**src/rtl/rarmr_pkg.sv**
```systemverilog
// ----------------------------------------------------------------------------
// rarmr_pkg
// Shared widths, controller states and the control/status structs of the
// rational add/multiply/reduce block.
// ----------------------------------------------------------------------------
package rarmr_pkg;

    localparam int OPERAND_WIDTH   = 16;
    localparam int PROD_WIDTH      = 2 * OPERAND_WIDTH;
    localparam int MAG_WIDTH       = PROD_WIDTH + 1;
    localparam int NUM_FIELD_WIDTH = 33;
    localparam int DEN_FIELD_WIDTH = 32;
    localparam int DIV_CNT_WIDTH   = $clog2(MAG_WIDTH);

    typedef enum logic [3:0] {
        ST_IDLE,
        ST_MUL,
        ST_SUM,
        ST_GINIT,
        ST_GTEST,
        ST_GWAIT,
        ST_QNWAIT,
        ST_QDWAIT,
        ST_OUT
    } state_t;

    typedef enum logic [1:0] {
        DIV_EUCLID,
        DIV_NUM,
        DIV_DEN
    } div_sel_t;

    typedef struct packed {
        logic     load;
        logic     mul;
        logic     sum;
        logic     gcd_init;
        logic     euclid_step;
        logic     div_start;
        div_sel_t div_sel;
        logic     store_qn;
        logic     store_qd;
    } cmd_t;

    typedef struct packed {
        logic y_zero;
        logic div_done;
    } status_t;

endpackage

```
**src/rtl/rational_add_multiply_reduce_top.sv**
```systemverilog
// ----------------------------------------------------------------------------
// rational_add_multiply_reduce_top
// Adds or multiplies two signed fractions and reduces the result by the
// truncating-remainder Euclid divisor.
//
// Channel   Signals                                   Transfer
// input     start, operation, a_num..b_den            start && !busy
// result    done, res_num, res_den                    done (one cycle)
//
// One item at a time. After the setup states MUL, SUM and GINIT, each Euclid
// remainder step and each of the two reducing divisions runs on one shared
// bit-serial divider of MAG_WIDTH (33) bits; the result strobe follows the
// second reducing division.
// Reset clears the sequencer and the divider control; the result ports
// carry data only while done is high. The receiver cannot stall.
// ----------------------------------------------------------------------------
module rational_add_multiply_reduce_top (
    input  logic                                        clk,
    input  logic                                        rst_n,
    input  logic                                        start,
    output logic                                        busy,
    input  logic                                        operation,
    input  logic signed [rarmr_pkg::OPERAND_WIDTH-1:0]  a_num,
    input  logic signed [rarmr_pkg::OPERAND_WIDTH-1:0]  a_den,
    input  logic signed [rarmr_pkg::OPERAND_WIDTH-1:0]  b_num,
    input  logic signed [rarmr_pkg::OPERAND_WIDTH-1:0]  b_den,
    output logic                                        done,
    output logic signed [rarmr_pkg::NUM_FIELD_WIDTH-1:0] res_num,
    output logic signed [rarmr_pkg::DEN_FIELD_WIDTH-1:0] res_den
);

    rarmr_pkg::cmd_t    cmd;
    rarmr_pkg::status_t status;

    logic [rarmr_pkg::NUM_FIELD_WIDTH-1:0] num_q;
    logic [rarmr_pkg::DEN_FIELD_WIDTH-1:0] den_q;

    rarmr_ctrl u_ctrl (
        .clk    (clk),
        .rst_n  (rst_n),
        .start  (start),
        .status (status),
        .cmd    (cmd),
        .busy   (busy),
        .done   (done)
    );

    rarmr_datapath u_dp (
        .clk       (clk),
        .rst_n     (rst_n),
        .cmd       (cmd),
        .status    (status),
        .operation (operation),
        .a_num     (a_num),
        .a_den     (a_den),
        .b_num     (b_num),
        .b_den     (b_den),
        .res_num   (num_q),
        .res_den   (den_q)
    );

    assign res_num = num_q;
    assign res_den = den_q;

    a_accept_busy: assert property (@(posedge clk) disable iff (!rst_n)
        (start && !busy) |=> (busy && !done))
        else $error("transfer accepted but block not busy");

    a_done_busy: assert property (@(posedge clk) disable iff (!rst_n)
        done |-> busy)
        else $error("result strobe outside an item");

    a_done_pulse: assert property (@(posedge clk) disable iff (!rst_n)
        done |=> (!done && !busy))
        else $error("result strobe longer than one cycle");

    a_den_nonzero: assert property (@(posedge clk) disable iff (!rst_n)
        done |-> (res_den != '0))
        else $error("reduced denominator is zero");

endmodule

```
**src/rtl/rarmr_div.sv**
```systemverilog
// ----------------------------------------------------------------------------
// rarmr_div
// Restoring unsigned divider, one quotient bit per cycle. Gives quotient and
// remainder together; done pulses for one cycle when both are ready.
// ----------------------------------------------------------------------------
module rarmr_div (
    input  logic                              clk,
    input  logic                              rst_n,
    input  logic                              start,
    input  logic [rarmr_pkg::MAG_WIDTH-1:0]   dividend,
    input  logic [rarmr_pkg::MAG_WIDTH-1:0]   divisor,
    output logic                              done,
    output logic [rarmr_pkg::MAG_WIDTH-1:0]   quotient,
    output logic [rarmr_pkg::MAG_WIDTH-1:0]   remainder
);

    localparam int MW = rarmr_pkg::MAG_WIDTH;
    localparam int CW = rarmr_pkg::DIV_CNT_WIDTH;
    localparam logic [CW-1:0] LAST = CW'(MW - 1);

    logic          busy_reg, busy_next;
    logic          done_reg, done_next;
    logic [CW-1:0] cnt_reg, cnt_next;
    logic [MW-1:0] rem_reg, rem_next;
    logic [MW-1:0] quo_reg, quo_next;
    logic [MW-1:0] dvs_reg, dvs_next;

    logic [MW:0]   shifted;
    logic [MW:0]   diff;
    logic          ge;

    always_comb
    begin
        shifted = {rem_reg, quo_reg[MW-1]};
        diff    = shifted - {1'b0, dvs_reg};
        ge      = !diff[MW];

        busy_next = busy_reg;
        done_next = 1'b0;
        cnt_next  = cnt_reg;
        rem_next  = rem_reg;
        quo_next  = quo_reg;
        dvs_next  = dvs_reg;

        if (start && !busy_reg)
        begin
            busy_next = 1'b1;
            cnt_next  = '0;
            rem_next  = '0;
            quo_next  = dividend;
            dvs_next  = divisor;
        end
        else if (busy_reg)
        begin
            // partial remainder stays below the divisor, so MW bits hold it
            rem_next = ge ? diff[MW-1:0] : shifted[MW-1:0];
            quo_next = {quo_reg[MW-2:0], ge};
            cnt_next = cnt_reg + 1'b1;
            if (cnt_reg == LAST)
            begin
                busy_next = 1'b0;
                done_next = 1'b1;
            end
        end
    end

    always_ff @(posedge clk or negedge rst_n)
    begin
        if (!rst_n)
        begin
            busy_reg <= 1'b0;
            done_reg <= 1'b0;
            cnt_reg  <= '0;
        end
        else
        begin
            busy_reg <= busy_next;
            done_reg <= done_next;
            cnt_reg  <= cnt_next;
        end
    end

    always_ff @(posedge clk)
    begin
        rem_reg <= rem_next;
        quo_reg <= quo_next;
        dvs_reg <= dvs_next;
    end

    assign done      = done_reg;
    assign quotient  = quo_reg;
    assign remainder = rem_reg;

endmodule

```
**src/rtl/rarmr_datapath.sv**
```systemverilog
// ----------------------------------------------------------------------------
// rarmr_datapath
// Operand capture, products, signed sum, Euclid registers and final reduction
// in sign/magnitude; results in two's complement. Sequenced by rarmr_ctrl.
// ----------------------------------------------------------------------------
module rarmr_datapath (
    input  logic                                        clk,
    input  logic                                        rst_n,
    input  rarmr_pkg::cmd_t                             cmd,
    output rarmr_pkg::status_t                          status,
    input  logic                                        operation,
    input  logic        [rarmr_pkg::OPERAND_WIDTH-1:0]  a_num,
    input  logic        [rarmr_pkg::OPERAND_WIDTH-1:0]  a_den,
    input  logic        [rarmr_pkg::OPERAND_WIDTH-1:0]  b_num,
    input  logic        [rarmr_pkg::OPERAND_WIDTH-1:0]  b_den,
    output logic [rarmr_pkg::NUM_FIELD_WIDTH-1:0]       res_num,
    output logic [rarmr_pkg::DEN_FIELD_WIDTH-1:0]       res_den
);

    localparam int OW    = rarmr_pkg::OPERAND_WIDTH;
    localparam int PW    = rarmr_pkg::PROD_WIDTH;
    localparam int MW    = rarmr_pkg::MAG_WIDTH;
    localparam int NFW   = rarmr_pkg::NUM_FIELD_WIDTH;
    localparam int DFW   = rarmr_pkg::DEN_FIELD_WIDTH;
    localparam int EXT_N = (MW > NFW) ? MW : NFW;
    localparam int EXT_D = (MW > DFW) ? MW : DFW;

    // captured operands
    logic          op_reg;
    logic          an_neg_reg, ad_neg_reg, bn_neg_reg, bd_neg_reg;
    logic [OW-1:0] an_mag_reg, ad_mag_reg, bn_mag_reg, bd_mag_reg;

    // products
    logic          p0_neg_reg, p1_neg_reg, pd_neg_reg;
    logic [PW-1:0] p0_mag_reg, p1_mag_reg, pd_mag_reg;

    // raw fraction
    logic          num_neg_reg, num_neg_next;
    logic [MW-1:0] num_mag_reg, num_mag_next;

    // Euclid chain
    logic [MW-1:0] x_reg, y_reg;
    logic          odd_reg;

    logic [NFW-1:0] res_num_reg;
    logic [DFW-1:0] res_den_reg;

    logic [OW-1:0] an_mag, ad_mag, bn_mag, bd_mag, ad_raw, bd_raw;
    logic [OW-1:0] mul_b;
    logic          mul_b_neg;
    logic [PW-1:0] p0_mag, p1_mag, pd_mag;
    logic [MW-1:0] sx, sy;

    logic          div_done;
    logic [MW-1:0] div_quo, div_rem, div_a, div_b;
    logic          g_neg, qn_neg, qd_neg;
    logic [EXT_N-1:0] qn_ext, qn_field;
    logic [EXT_D-1:0] qd_ext, qd_field;

    always_comb
    begin
        an_mag = a_num[OW-1] ? (~a_num + 1'b1) : a_num;
        bn_mag = b_num[OW-1] ? (~b_num + 1'b1) : b_num;
        ad_raw = a_den[OW-1] ? (~a_den + 1'b1) : a_den;
        bd_raw = b_den[OW-1] ? (~b_den + 1'b1) : b_den;
        // zero denominator counts as one
        ad_mag = (ad_raw == '0) ? OW'(1) : ad_raw;
        bd_mag = (bd_raw == '0) ? OW'(1) : bd_raw;

        mul_b     = op_reg ? bd_mag_reg : bn_mag_reg;
        mul_b_neg = op_reg ? bd_neg_reg : bn_neg_reg;
        p0_mag    = PW'(an_mag_reg) * PW'(mul_b);
        p1_mag    = PW'(bn_mag_reg) * PW'(ad_mag_reg);
        pd_mag    = PW'(ad_mag_reg) * PW'(bd_mag_reg);

        sx = MW'(p0_mag_reg);
        sy = MW'(p1_mag_reg);
        if (!op_reg)
        begin
            num_mag_next = sx;
            num_neg_next = p0_neg_reg;
        end
        else if (p0_neg_reg == p1_neg_reg)
        begin
            num_mag_next = sx + sy;
            num_neg_next = p0_neg_reg;
        end
        else if (sx >= sy)
        begin
            num_mag_next = sx - sy;
            num_neg_next = p0_neg_reg;
        end
        else
        begin
            num_mag_next = sy - sx;
            num_neg_next = p1_neg_reg;
        end
        if (num_mag_next == '0)
        begin
            num_neg_next = 1'b0;
        end
    end

    always_comb
    begin
        case (cmd.div_sel)
            rarmr_pkg::DIV_EUCLID:
            begin
                div_a = x_reg;
                div_b = y_reg;
            end
            rarmr_pkg::DIV_NUM:
            begin
                div_a = num_mag_reg;
                div_b = x_reg;
            end
            rarmr_pkg::DIV_DEN:
            begin
                div_a = MW'(pd_mag_reg);
                div_b = x_reg;
            end
            default:
            begin
                div_a = x_reg;
                div_b = y_reg;
            end
        endcase
    end

    rarmr_div u_div (
        .clk       (clk),
        .rst_n     (rst_n),
        .start     (cmd.div_start),
        .dividend  (div_a),
        .divisor   (div_b),
        .done      (div_done),
        .quotient  (div_quo),
        .remainder (div_rem)
    );

    // divisor sign alternates num, den, num, ... along the remainder chain
    always_comb
    begin
        g_neg    = odd_reg ? pd_neg_reg : num_neg_reg;
        qn_neg   = (div_quo != '0) && (num_neg_reg != g_neg);
        qd_neg   = pd_neg_reg != g_neg;
        qn_ext   = EXT_N'(div_quo);
        qd_ext   = EXT_D'(div_quo);
        qn_field = qn_neg ? (~qn_ext + 1'b1) : qn_ext;
        qd_field = qd_neg ? (~qd_ext + 1'b1) : qd_ext;
    end

    always_ff @(posedge clk)
    begin
        if (cmd.load)
        begin
            op_reg     <= operation;
            an_neg_reg <= a_num[OW-1];
            bn_neg_reg <= b_num[OW-1];
            ad_neg_reg <= a_den[OW-1] && (ad_raw != '0);
            bd_neg_reg <= b_den[OW-1] && (bd_raw != '0);
            an_mag_reg <= an_mag;
            bn_mag_reg <= bn_mag;
            ad_mag_reg <= ad_mag;
            bd_mag_reg <= bd_mag;
        end
        if (cmd.mul)
        begin
            p0_mag_reg <= p0_mag;
            p1_mag_reg <= p1_mag;
            pd_mag_reg <= pd_mag;
            p0_neg_reg <= (p0_mag != '0) && (an_neg_reg != mul_b_neg);
            p1_neg_reg <= (p1_mag != '0) && (bn_neg_reg != ad_neg_reg);
            pd_neg_reg <= ad_neg_reg != bd_neg_reg;
        end
        if (cmd.sum)
        begin
            num_mag_reg <= num_mag_next;
            num_neg_reg <= num_neg_next;
        end
        if (cmd.gcd_init)
        begin
            x_reg   <= num_mag_reg;
            y_reg   <= MW'(pd_mag_reg);
            odd_reg <= 1'b0;
        end
        else if (cmd.euclid_step)
        begin
            x_reg   <= y_reg;
            y_reg   <= div_rem;
            odd_reg <= !odd_reg;
        end
        if (cmd.store_qn)
        begin
            res_num_reg <= qn_field[NFW-1:0];
        end
        if (cmd.store_qd)
        begin
            res_den_reg <= qd_field[DFW-1:0];
        end
    end

    assign status.y_zero   = (y_reg == '0);
    assign status.div_done = div_done;
    assign res_num         = res_num_reg;
    assign res_den         = res_den_reg;

endmodule

```
**src/rtl/rarmr_ctrl.sv**
```systemverilog
// ----------------------------------------------------------------------------
// rarmr_ctrl
// Sequencer: products, sum, Euclid remainder loop on the shared divider,
// then the two reducing divisions and the result strobe.
// ----------------------------------------------------------------------------
module rarmr_ctrl (
    input  logic                clk,
    input  logic                rst_n,
    input  logic                start,
    input  rarmr_pkg::status_t  status,
    output rarmr_pkg::cmd_t     cmd,
    output logic                busy,
    output logic                done
);

    rarmr_pkg::state_t state_reg, state_next;

    always_comb
    begin
        state_next = state_reg;
        case (state_reg)
            rarmr_pkg::ST_IDLE:
            begin
                if (start)
                begin
                    state_next = rarmr_pkg::ST_MUL;
                end
            end
            rarmr_pkg::ST_MUL:   state_next = rarmr_pkg::ST_SUM;
            rarmr_pkg::ST_SUM:   state_next = rarmr_pkg::ST_GINIT;
            rarmr_pkg::ST_GINIT: state_next = rarmr_pkg::ST_GTEST;
            rarmr_pkg::ST_GTEST:
            begin
                state_next = status.y_zero ? rarmr_pkg::ST_QNWAIT : rarmr_pkg::ST_GWAIT;
            end
            rarmr_pkg::ST_GWAIT:
            begin
                if (status.div_done)
                begin
                    state_next = rarmr_pkg::ST_GTEST;
                end
            end
            rarmr_pkg::ST_QNWAIT:
            begin
                if (status.div_done)
                begin
                    state_next = rarmr_pkg::ST_QDWAIT;
                end
            end
            rarmr_pkg::ST_QDWAIT:
            begin
                if (status.div_done)
                begin
                    state_next = rarmr_pkg::ST_OUT;
                end
            end
            rarmr_pkg::ST_OUT:   state_next = rarmr_pkg::ST_IDLE;
            default:             state_next = rarmr_pkg::ST_IDLE;
        endcase
    end

    always_comb
    begin
        cmd         = '0;
        cmd.div_sel = rarmr_pkg::DIV_EUCLID;
        case (state_reg)
            rarmr_pkg::ST_IDLE:  cmd.load     = start;
            rarmr_pkg::ST_MUL:   cmd.mul      = 1'b1;
            rarmr_pkg::ST_SUM:   cmd.sum      = 1'b1;
            rarmr_pkg::ST_GINIT: cmd.gcd_init = 1'b1;
            rarmr_pkg::ST_GTEST:
            begin
                cmd.div_start = 1'b1;
                cmd.div_sel   = status.y_zero ? rarmr_pkg::DIV_NUM : rarmr_pkg::DIV_EUCLID;
            end
            rarmr_pkg::ST_GWAIT: cmd.euclid_step = status.div_done;
            rarmr_pkg::ST_QNWAIT:
            begin
                // quotient of the numerator lands; kick off the denominator
                cmd.store_qn  = status.div_done;
                cmd.div_start = status.div_done;
                cmd.div_sel   = rarmr_pkg::DIV_DEN;
            end
            rarmr_pkg::ST_QDWAIT: cmd.store_qd = status.div_done;
            rarmr_pkg::ST_OUT:    cmd         = '0;
            default:              cmd         = '0;
        endcase
    end

    always_ff @(posedge clk or negedge rst_n)
    begin
        if (!rst_n)
        begin
            state_reg <= rarmr_pkg::ST_IDLE;
        end
        else
        begin
            state_reg <= state_next;
        end
    end

    assign busy = (state_reg != rarmr_pkg::ST_IDLE);
    assign done = (state_reg == rarmr_pkg::ST_OUT);

endmodule
```
**config.mk**
```make
export PLATFORM = sky130hd
export DESIGN_NAME = rational_add_multiply_reduce_top
export DESIGN_NICKNAME = d
export VERILOG_FILES = /design/src/rtl/rarmr_pkg.sv /design/src/rtl/rational_add_multiply_reduce_top.sv /design/src/rtl/rarmr_div.sv /design/src/rtl/rarmr_datapath.sv /design/src/rtl/rarmr_ctrl.sv
export SDC_FILE = /design/constraint.sdc
export NUM_CORES = 2
export LEC_CHECK = 0
export ABC_AREA = 1
export BUFFER_PORTS_ARGS = -buffer_cell sky130_fd_sc_hd__buf_2
export CAP_MARGIN = 20
export CORE_MARGIN = 10
export CORE_UTILIZATION = 58
export CTS_BUF_LIST = sky130_fd_sc_hd__clkbuf_4
export DETAILED_ROUTE_END_ITERATION = 16
export PLACE_DENSITY = 0.78
export SYNTH_ARGS = -nofsm -noshare
export SYNTH_HDL_FRONTEND = slang
export SYNTH_SLANG_ARGS = --single-unit
```
**constraint.sdc**
```tcl
create_clock -name clk -period 17.39 [get_ports clk]
set_clock_uncertainty 0.2 [all_clocks]
set_input_delay 3.478 -clock clk [delete_from_list [all_inputs] [get_ports clk]]
set_output_delay 3.478 -clock clk [all_outputs]
set_load 0.05 [all_outputs]
```
# ---- Word-level counts from Yosys, hierarchy flattened
# Cells that the tools add are included.
dict set report classes {
  n_mul 3
  n_mux 47
  n_addsub 10
  n_bitwise 5
  magnitude_cmp 1
  eq_ne 21
  n_reduce_logical 24
}
# cell n
set op_table {}
lappend op_table {{33-bit two-way mux} 10}
lappend op_table {{16-bit by 16-bit multiplier with 32-bit output} 3}
lappend op_table {{32-bit two-way mux} 3}
lappend op_table {{33-bit logical NOT} 2}
lappend op_table {{33-bit case mux with 2 select lines} 1}
lappend op_table {{32-bit by 32-bit subtractor with 33-bit output} 2}
lappend op_table {{16-bit by 1-bit adder with 16-bit output, second input constant} 4}
lappend op_table {{16-bit NOT} 4}
lappend op_table {{32-bit nonzero test} 2}
lappend op_table {{16-bit two-way mux} 3}
lappend op_table {{34-bit by 33-bit subtractor with 34-bit output} 1}
lappend op_table {{32-bit by 32-bit adder with 33-bit output} 1}
lappend op_table {{33-bit by 1-bit adder with 33-bit output, second input constant} 1}
lappend op_table {{33-bit NOT} 1}
lappend op_table {{33-bit nonzero test} 1}
lappend op_table {{32-bit greater-or-equal comparator} 1}
lappend op_table {{16-bit logical NOT} 2}
lappend op_table {{4-bit case mux with 8 select lines} 1}
lappend op_table {{16-bit nonzero test} 2}
lappend op_table {{15-bit two-way mux} 2}
lappend op_table {{1-bit two-way mux} 19}
lappend op_table {{4-bit by 3-bit == test with 1-bit output, second input constant} 4}
lappend op_table {{4-bit two-way mux} 4}
lappend op_table {{6-bit two-way mux} 2}
lappend op_table {{20 further kinds} 35}
dict set report totals {
  regBits 445
  wordCells 143
  out_inout_bits 67
  input_bits 68
}

# ---- Longest topological paths before layout
dict set report logic_depth {
  ltp_word 6
  depth_mapped 36
  mapped_depth_nobuf 34
}

# ---- Modules after synthesis
# A second synthesis with hierarchy kept.
dict set report hier_totals {
  cells_unflattened 7657
  hier_area_um2 57234.9
}
# module n_inst area_per_inst_um2 cells_per_inst seq_area_each_um2
set modules_own_cells {}
lappend modules_own_cells {rarmr_datapath 1 49487.5 6532 10009.6}
lappend modules_own_cells {rarmr_div 1 7403.4 1069 2842.7}
lappend modules_own_cells {rarmr_ctrl 1 344.1 56 100.1}

# ---- Worst setup path before layout
# No wires, ideal clock.
dict set report synth_path {
  path_type {input port to flip-flop}
  startpoint {input port start}
  endpoint {register u_dp.ad_mag_reg[0], enable pin}
  setup_ns 0.497
  path_buffers 0
  arrival_ns 6.392
  cell_stages 2
  setup_slack_ns 10.302
  required_ns 16.693
  path_cell_list {inv_1 > nor2_1}
}
# element line
set synth_lines {}
lappend synth_lines {{from (decl)} rational_add_multiply_reduce_top.sv:20} ;# input logic start,
lappend synth_lines {{to (signal assigned)} rarmr_datapath.sv:164} ;# ad_mag_reg <= ad_mag;
lappend synth_lines {{to (decl)} rarmr_datapath.sv:31} ;# logic [OW-1:0] an_mag_reg, ad_mag_reg, bn_mag_reg, bd_mag_reg;

# ---- Final worst setup path
dict set report layout_path {
  startpoint {register u_dp.op_reg}
  endpoint {register u_dp.p0_neg_reg (data pin)}
}
dict set report layout_via {
  elab_chain_len 4
  word_cells_on_any_way 6
  cone_classes {mul (1); eq/ne (1); mux (2); reduce/logical (2)}
}
# element line
set layout_rtl {}
lappend layout_rtl {{from (decl)} rarmr_datapath.sv:29} ;# logic op_reg;
lappend layout_rtl {{from (signal assigned)} rarmr_datapath.sv:157} ;# op_reg <= operation;
lappend layout_rtl {{16-bit two-way mux} rarmr_datapath.sv:70} ;# mul_b = op_reg ? bd_mag_reg : bn_mag_reg;
lappend layout_rtl {{16-bit by 16-bit multiplier with 32-bit output} rarmr_datapath.sv:72} ;# p0_mag = PW'(an_mag_reg) * PW'(mul_b);
lappend layout_rtl {{via u_dp.p0_mag[27]} rarmr_datapath.sv:51} ;# logic [PW-1:0] p0_mag, p1_mag, pd_mag;
lappend layout_rtl {{32-bit nonzero test} rarmr_datapath.sv:172} ;# p0_neg_reg <= (p0_mag != '0) && (an_neg_reg != mul_b_neg);
lappend layout_rtl {{1-bit logical AND} rarmr_datapath.sv:172}
lappend layout_rtl {{to (signal assigned)} rarmr_datapath.sv:172}
lappend layout_rtl {{to (decl)} rarmr_datapath.sv:34} ;# logic p0_neg_reg, p1_neg_reg, pd_neg_reg;
# The timed path passes the listed nets, and every way through them passes these cells.
# A chain may end at the register's enable or synchronous reset.

==> results.py <==
metrics = {
    "status": {
        "status": "complete, no violations",
    },
    "timing": {
        "rsz0062_at_grt": "no",
        "setup_tns_ns": 0,
        "slew_headroom": 0.259,
        "whs_ns": 0.296,
        "max_freq_mhz": 126,
        "hold_viol": 0,
        "fin_crit_sh": 0.457,
        "worst_pin_slew_ns": 1.11,
        "setup_viol": 0,
        "min_period_ns": 7.95,
        "drv_slew": 0,
    },
    "power_and_ir_drop": {
        "finalPower_w": 0.00211,
        "netSwitchingFraction": 0.236,
        "p_switching_w": 0.000497,
        "clockPowerShare": 0.435,
        "ir_worst_vdd_v": 0.0000494,
        "p_leak_nw": 31.0,
        "power_density_nw_per_um2": 35.9,
        "power_frac_seq": 0.546,
        "power.internal_w": 0.00161,
        "comb_power_share": 0.019,
    },
    "cells_and_area": {
        "syn2layout_area_growth_pct": 5.56,
        "fillers": 8411,
        "final_nets": 8369,
        "drive_gt1_frac": 0.0660,
        "fin_cells": 8621,
        "multi_input_area_um2": 35600,
        "seq_area_um2": 13000,
    },
    "global_route": {
        "grt_pass1_wl_mm": 267,
        "grt_max_degree": 89,
        "grt_pass1_vias": 49200,
        "overflow": 0,
        "antenna_found_initial": 2,
        "grt_util_all_layers": 0.314,
    },
    "floorplanning": {
        "initial_utilization": 0.585,
        "pin_count": 135,
        "rows": 113,
        "dieArea_um2": 109000,
        "chipHeight_um": 330,
        "fp.dieW_um": 330,
        "coreArea_um2": 95200,
    },
    "worst_setup_path": {
        "slowest_stage": "buf_4",
        "cp_data_required_time_ns": 17.93,
        "path_class": "reg -> reg",
        "cp.arrival_ns": 8.49,
        "crit_fanout": 57,
        "endpoint_kind": "flop",
        "cp_common_cell": "fa_1",
        "cp_slowest_stage_delay_ns": 0.61,
        "critPathLaunchType": "flop",
    },
    "yosys": {
        "ys_async_sr_fraction": 0.0270,
        "syn_area_um2": 55600,
        "synth_top_area_share": 0.215,
        "synth_edf_count": 398,
        "synth-main-ff-cell": "edfxtp_1",
        "syn_area_per_cell_um2": 7.72,
        "synthTopCellsByArea": "edfxtp_1, fa_1, nand2_1, inv_1, ha_1",
        "ys_seq_area_frac": 0.233,
        "syn_nets": 8315,
        "yosys.area.top_type": "edfxtp_1",
        "synth_warnings": 0,
        "netlist_instances": 7210,
        "yosys_register_bits": 445,
        "yosysUniqueCellTypes": 62,
    },
    "clock_tree": {
        "cts_buffer_depth": 3,
        "cts_hold_buf": 0,
        "postCtsResizedCells": 0,
        "cts_tree": "done",
        "cts.sinks": 445,
        "ctsRootBufferMaster": "clkbuf_4",
        "h-tree-depth": 3,
        "insertion_delay_ns": 0.96,
        "cts_buffers": 114,
        "clk_pin_slew_ns": 0.07,
        "postCtsSetupRepairBufs": 0,
    },
    "route": {
        "wl_per_cell_um": 19.8,
        "drtIter0Drc": 4707,
        "post_drt_via_cell_ratio": 5.60,
        "first_pass_iters": 7,
        "post-route-drc-count": 0,
        "routed_wl_mm": 171,
        "postRouteAntennaNets": 0,
        "via_count": 48300,
    },
    "placed_design": {
        "gp_congestion": 1.02,
        "port_buffers": 134,
        "dp_cells": 8411,
        "dp_hpwl_mm": 135,
    },
    "job": {
        "max-cap-violations": 0,
    },
    "worst_hold_path": {
        "hp-class": "reg -> reg",
    },
}
synthesized netlist by cell type (62+ instances only):
cell type and n:
a21oi_1 228, o211ai_1 62, fa_1 586, nand4_1 62
xor2_1 158, xnor2_1 68, nor2_1 463, nand2_1 1922
inv_1 1569, o21ai_0 310, clkbuf_1 210, ha_1 451
nand3_1 286, edfxtp_1 398
cells in the final DEF, fill, tap and decap left out, types with 6 or more instances in the layout:
cell and n:
ha_1 451, nand2_2 23, inv_1 1569, dfrtp_1 12
nor2_2 11, buf_2 134, o211ai_1 62, buf_4 62
xnor2_1 67, fa_1 586, nor2_1 456, a41oi_1 11
nand4_1 62, o21ai_0 310, o21ai_1 14, a21boi_0 6
clkbuf_4 152, nor4_1 32, a21oi_1 228, nand2_1 1920
dfxtp_1 35, a21o_1 24, inv_2 12, clkinv_2 11
nor2_4 19, xor2_1 158, or2_2 30, o21bai_1 20
nand3b_1 9, clkinv_1 42, nand3_1 286, nor3_1 53
edfxtp_1 398, a31oi_1 21
power groups by stage:
stage	clock network [W]	logic [W]	registers, W
finish	0.000917	0.0000396	0.00115
global route	0.000989	0.0000448	0.00115
CTS	0.000934	0.0000397	0.00115
detailed placement	0	0.0000395	0.00117
global placement	0	0.0000385	0.00117
floorplan	0	0.0000217	0.00117
metrics by stage:
step                worst slack (ns)  cell area [µm²]   util
floorplan                      10.30            55600      -
CTS                             9.54            58700  0.617
finish                          9.44            58700  0.617
global placement                9.46            57200  0.601
global route                    8.87            58700  0.617
detailed placement              9.47            57200  0.601
layer usage:
metal,part of all wire,global-route usage,vias to the layer above
li1,-,-,22400
met1,0.38,0.387,22900
met2,0.46,0.518,2360
met3,0.084,0.0505,582
met4,0.068,0.187,2
met5,0.00011,0,-
cells by family (layout without fill, tap and decap cells):
family,count (synthesis),count (layout),synth area share
other,0,2,0
AND/OR/NAND/NOR,2924,2924,0.217
XOR/XNOR,226,226,0.0356
flip-flops,445,445,0.233
AO/OA/AOI/OAI,729,729,0.0739
multiplexers,1,1,0.000202
adder cells (fa/ha/maj),1037,1037,0.312
buffers and inverters,1848,1992,0.129
path summary, 6_finish.rpt:
path | from | end | slack, ns | cells after the start
worst min register to register | u_dp.x_reg[14] | u_dp.u_div.dvs_reg[14] | 0.30 | 2
worst min-delay path | u_dp.x_reg[14] | u_dp.u_div.dvs_reg[14] | 0.30 | 2
worst max-delay path | u_dp.op_reg | u_dp.p0_neg_reg | 9.44 | 30
min in group asynchronous | rst_n | u_dp.u_div.cnt_reg[5] | 2.21 | 1
worst max register to register | u_dp.op_reg | u_dp.p0_neg_reg | 9.44 | 30
max in group asynchronous | rst_n | u_ctrl.state_reg[0] | 14.46 | 1
critical path: cells and delay by family (launching register included):
kind	cells	cell delay [ns]
flip-flops	1	0.32
AND/OR/NAND/NOR	9	1.14
XOR/XNOR	1	0.11
adder cells (fa/ha/maj)	7	3.20
buffers and inverters	8	1.57
AO/OA/AOI/OAI	5	1.23
final cells by class:
type,instances,share of cell area
Antenna cell,2,0.0000852
Clock buffer,152,0.0194
Clock inverter,54,0.00533
Inverter,1588,0.101
Multi-Input combinational cell,4917,0.606
Sequential cell,445,0.221
Tap cell,1265,0.0269
Timing Repair Buffer,198,0.0202
(Power assumes the default switching activity.)
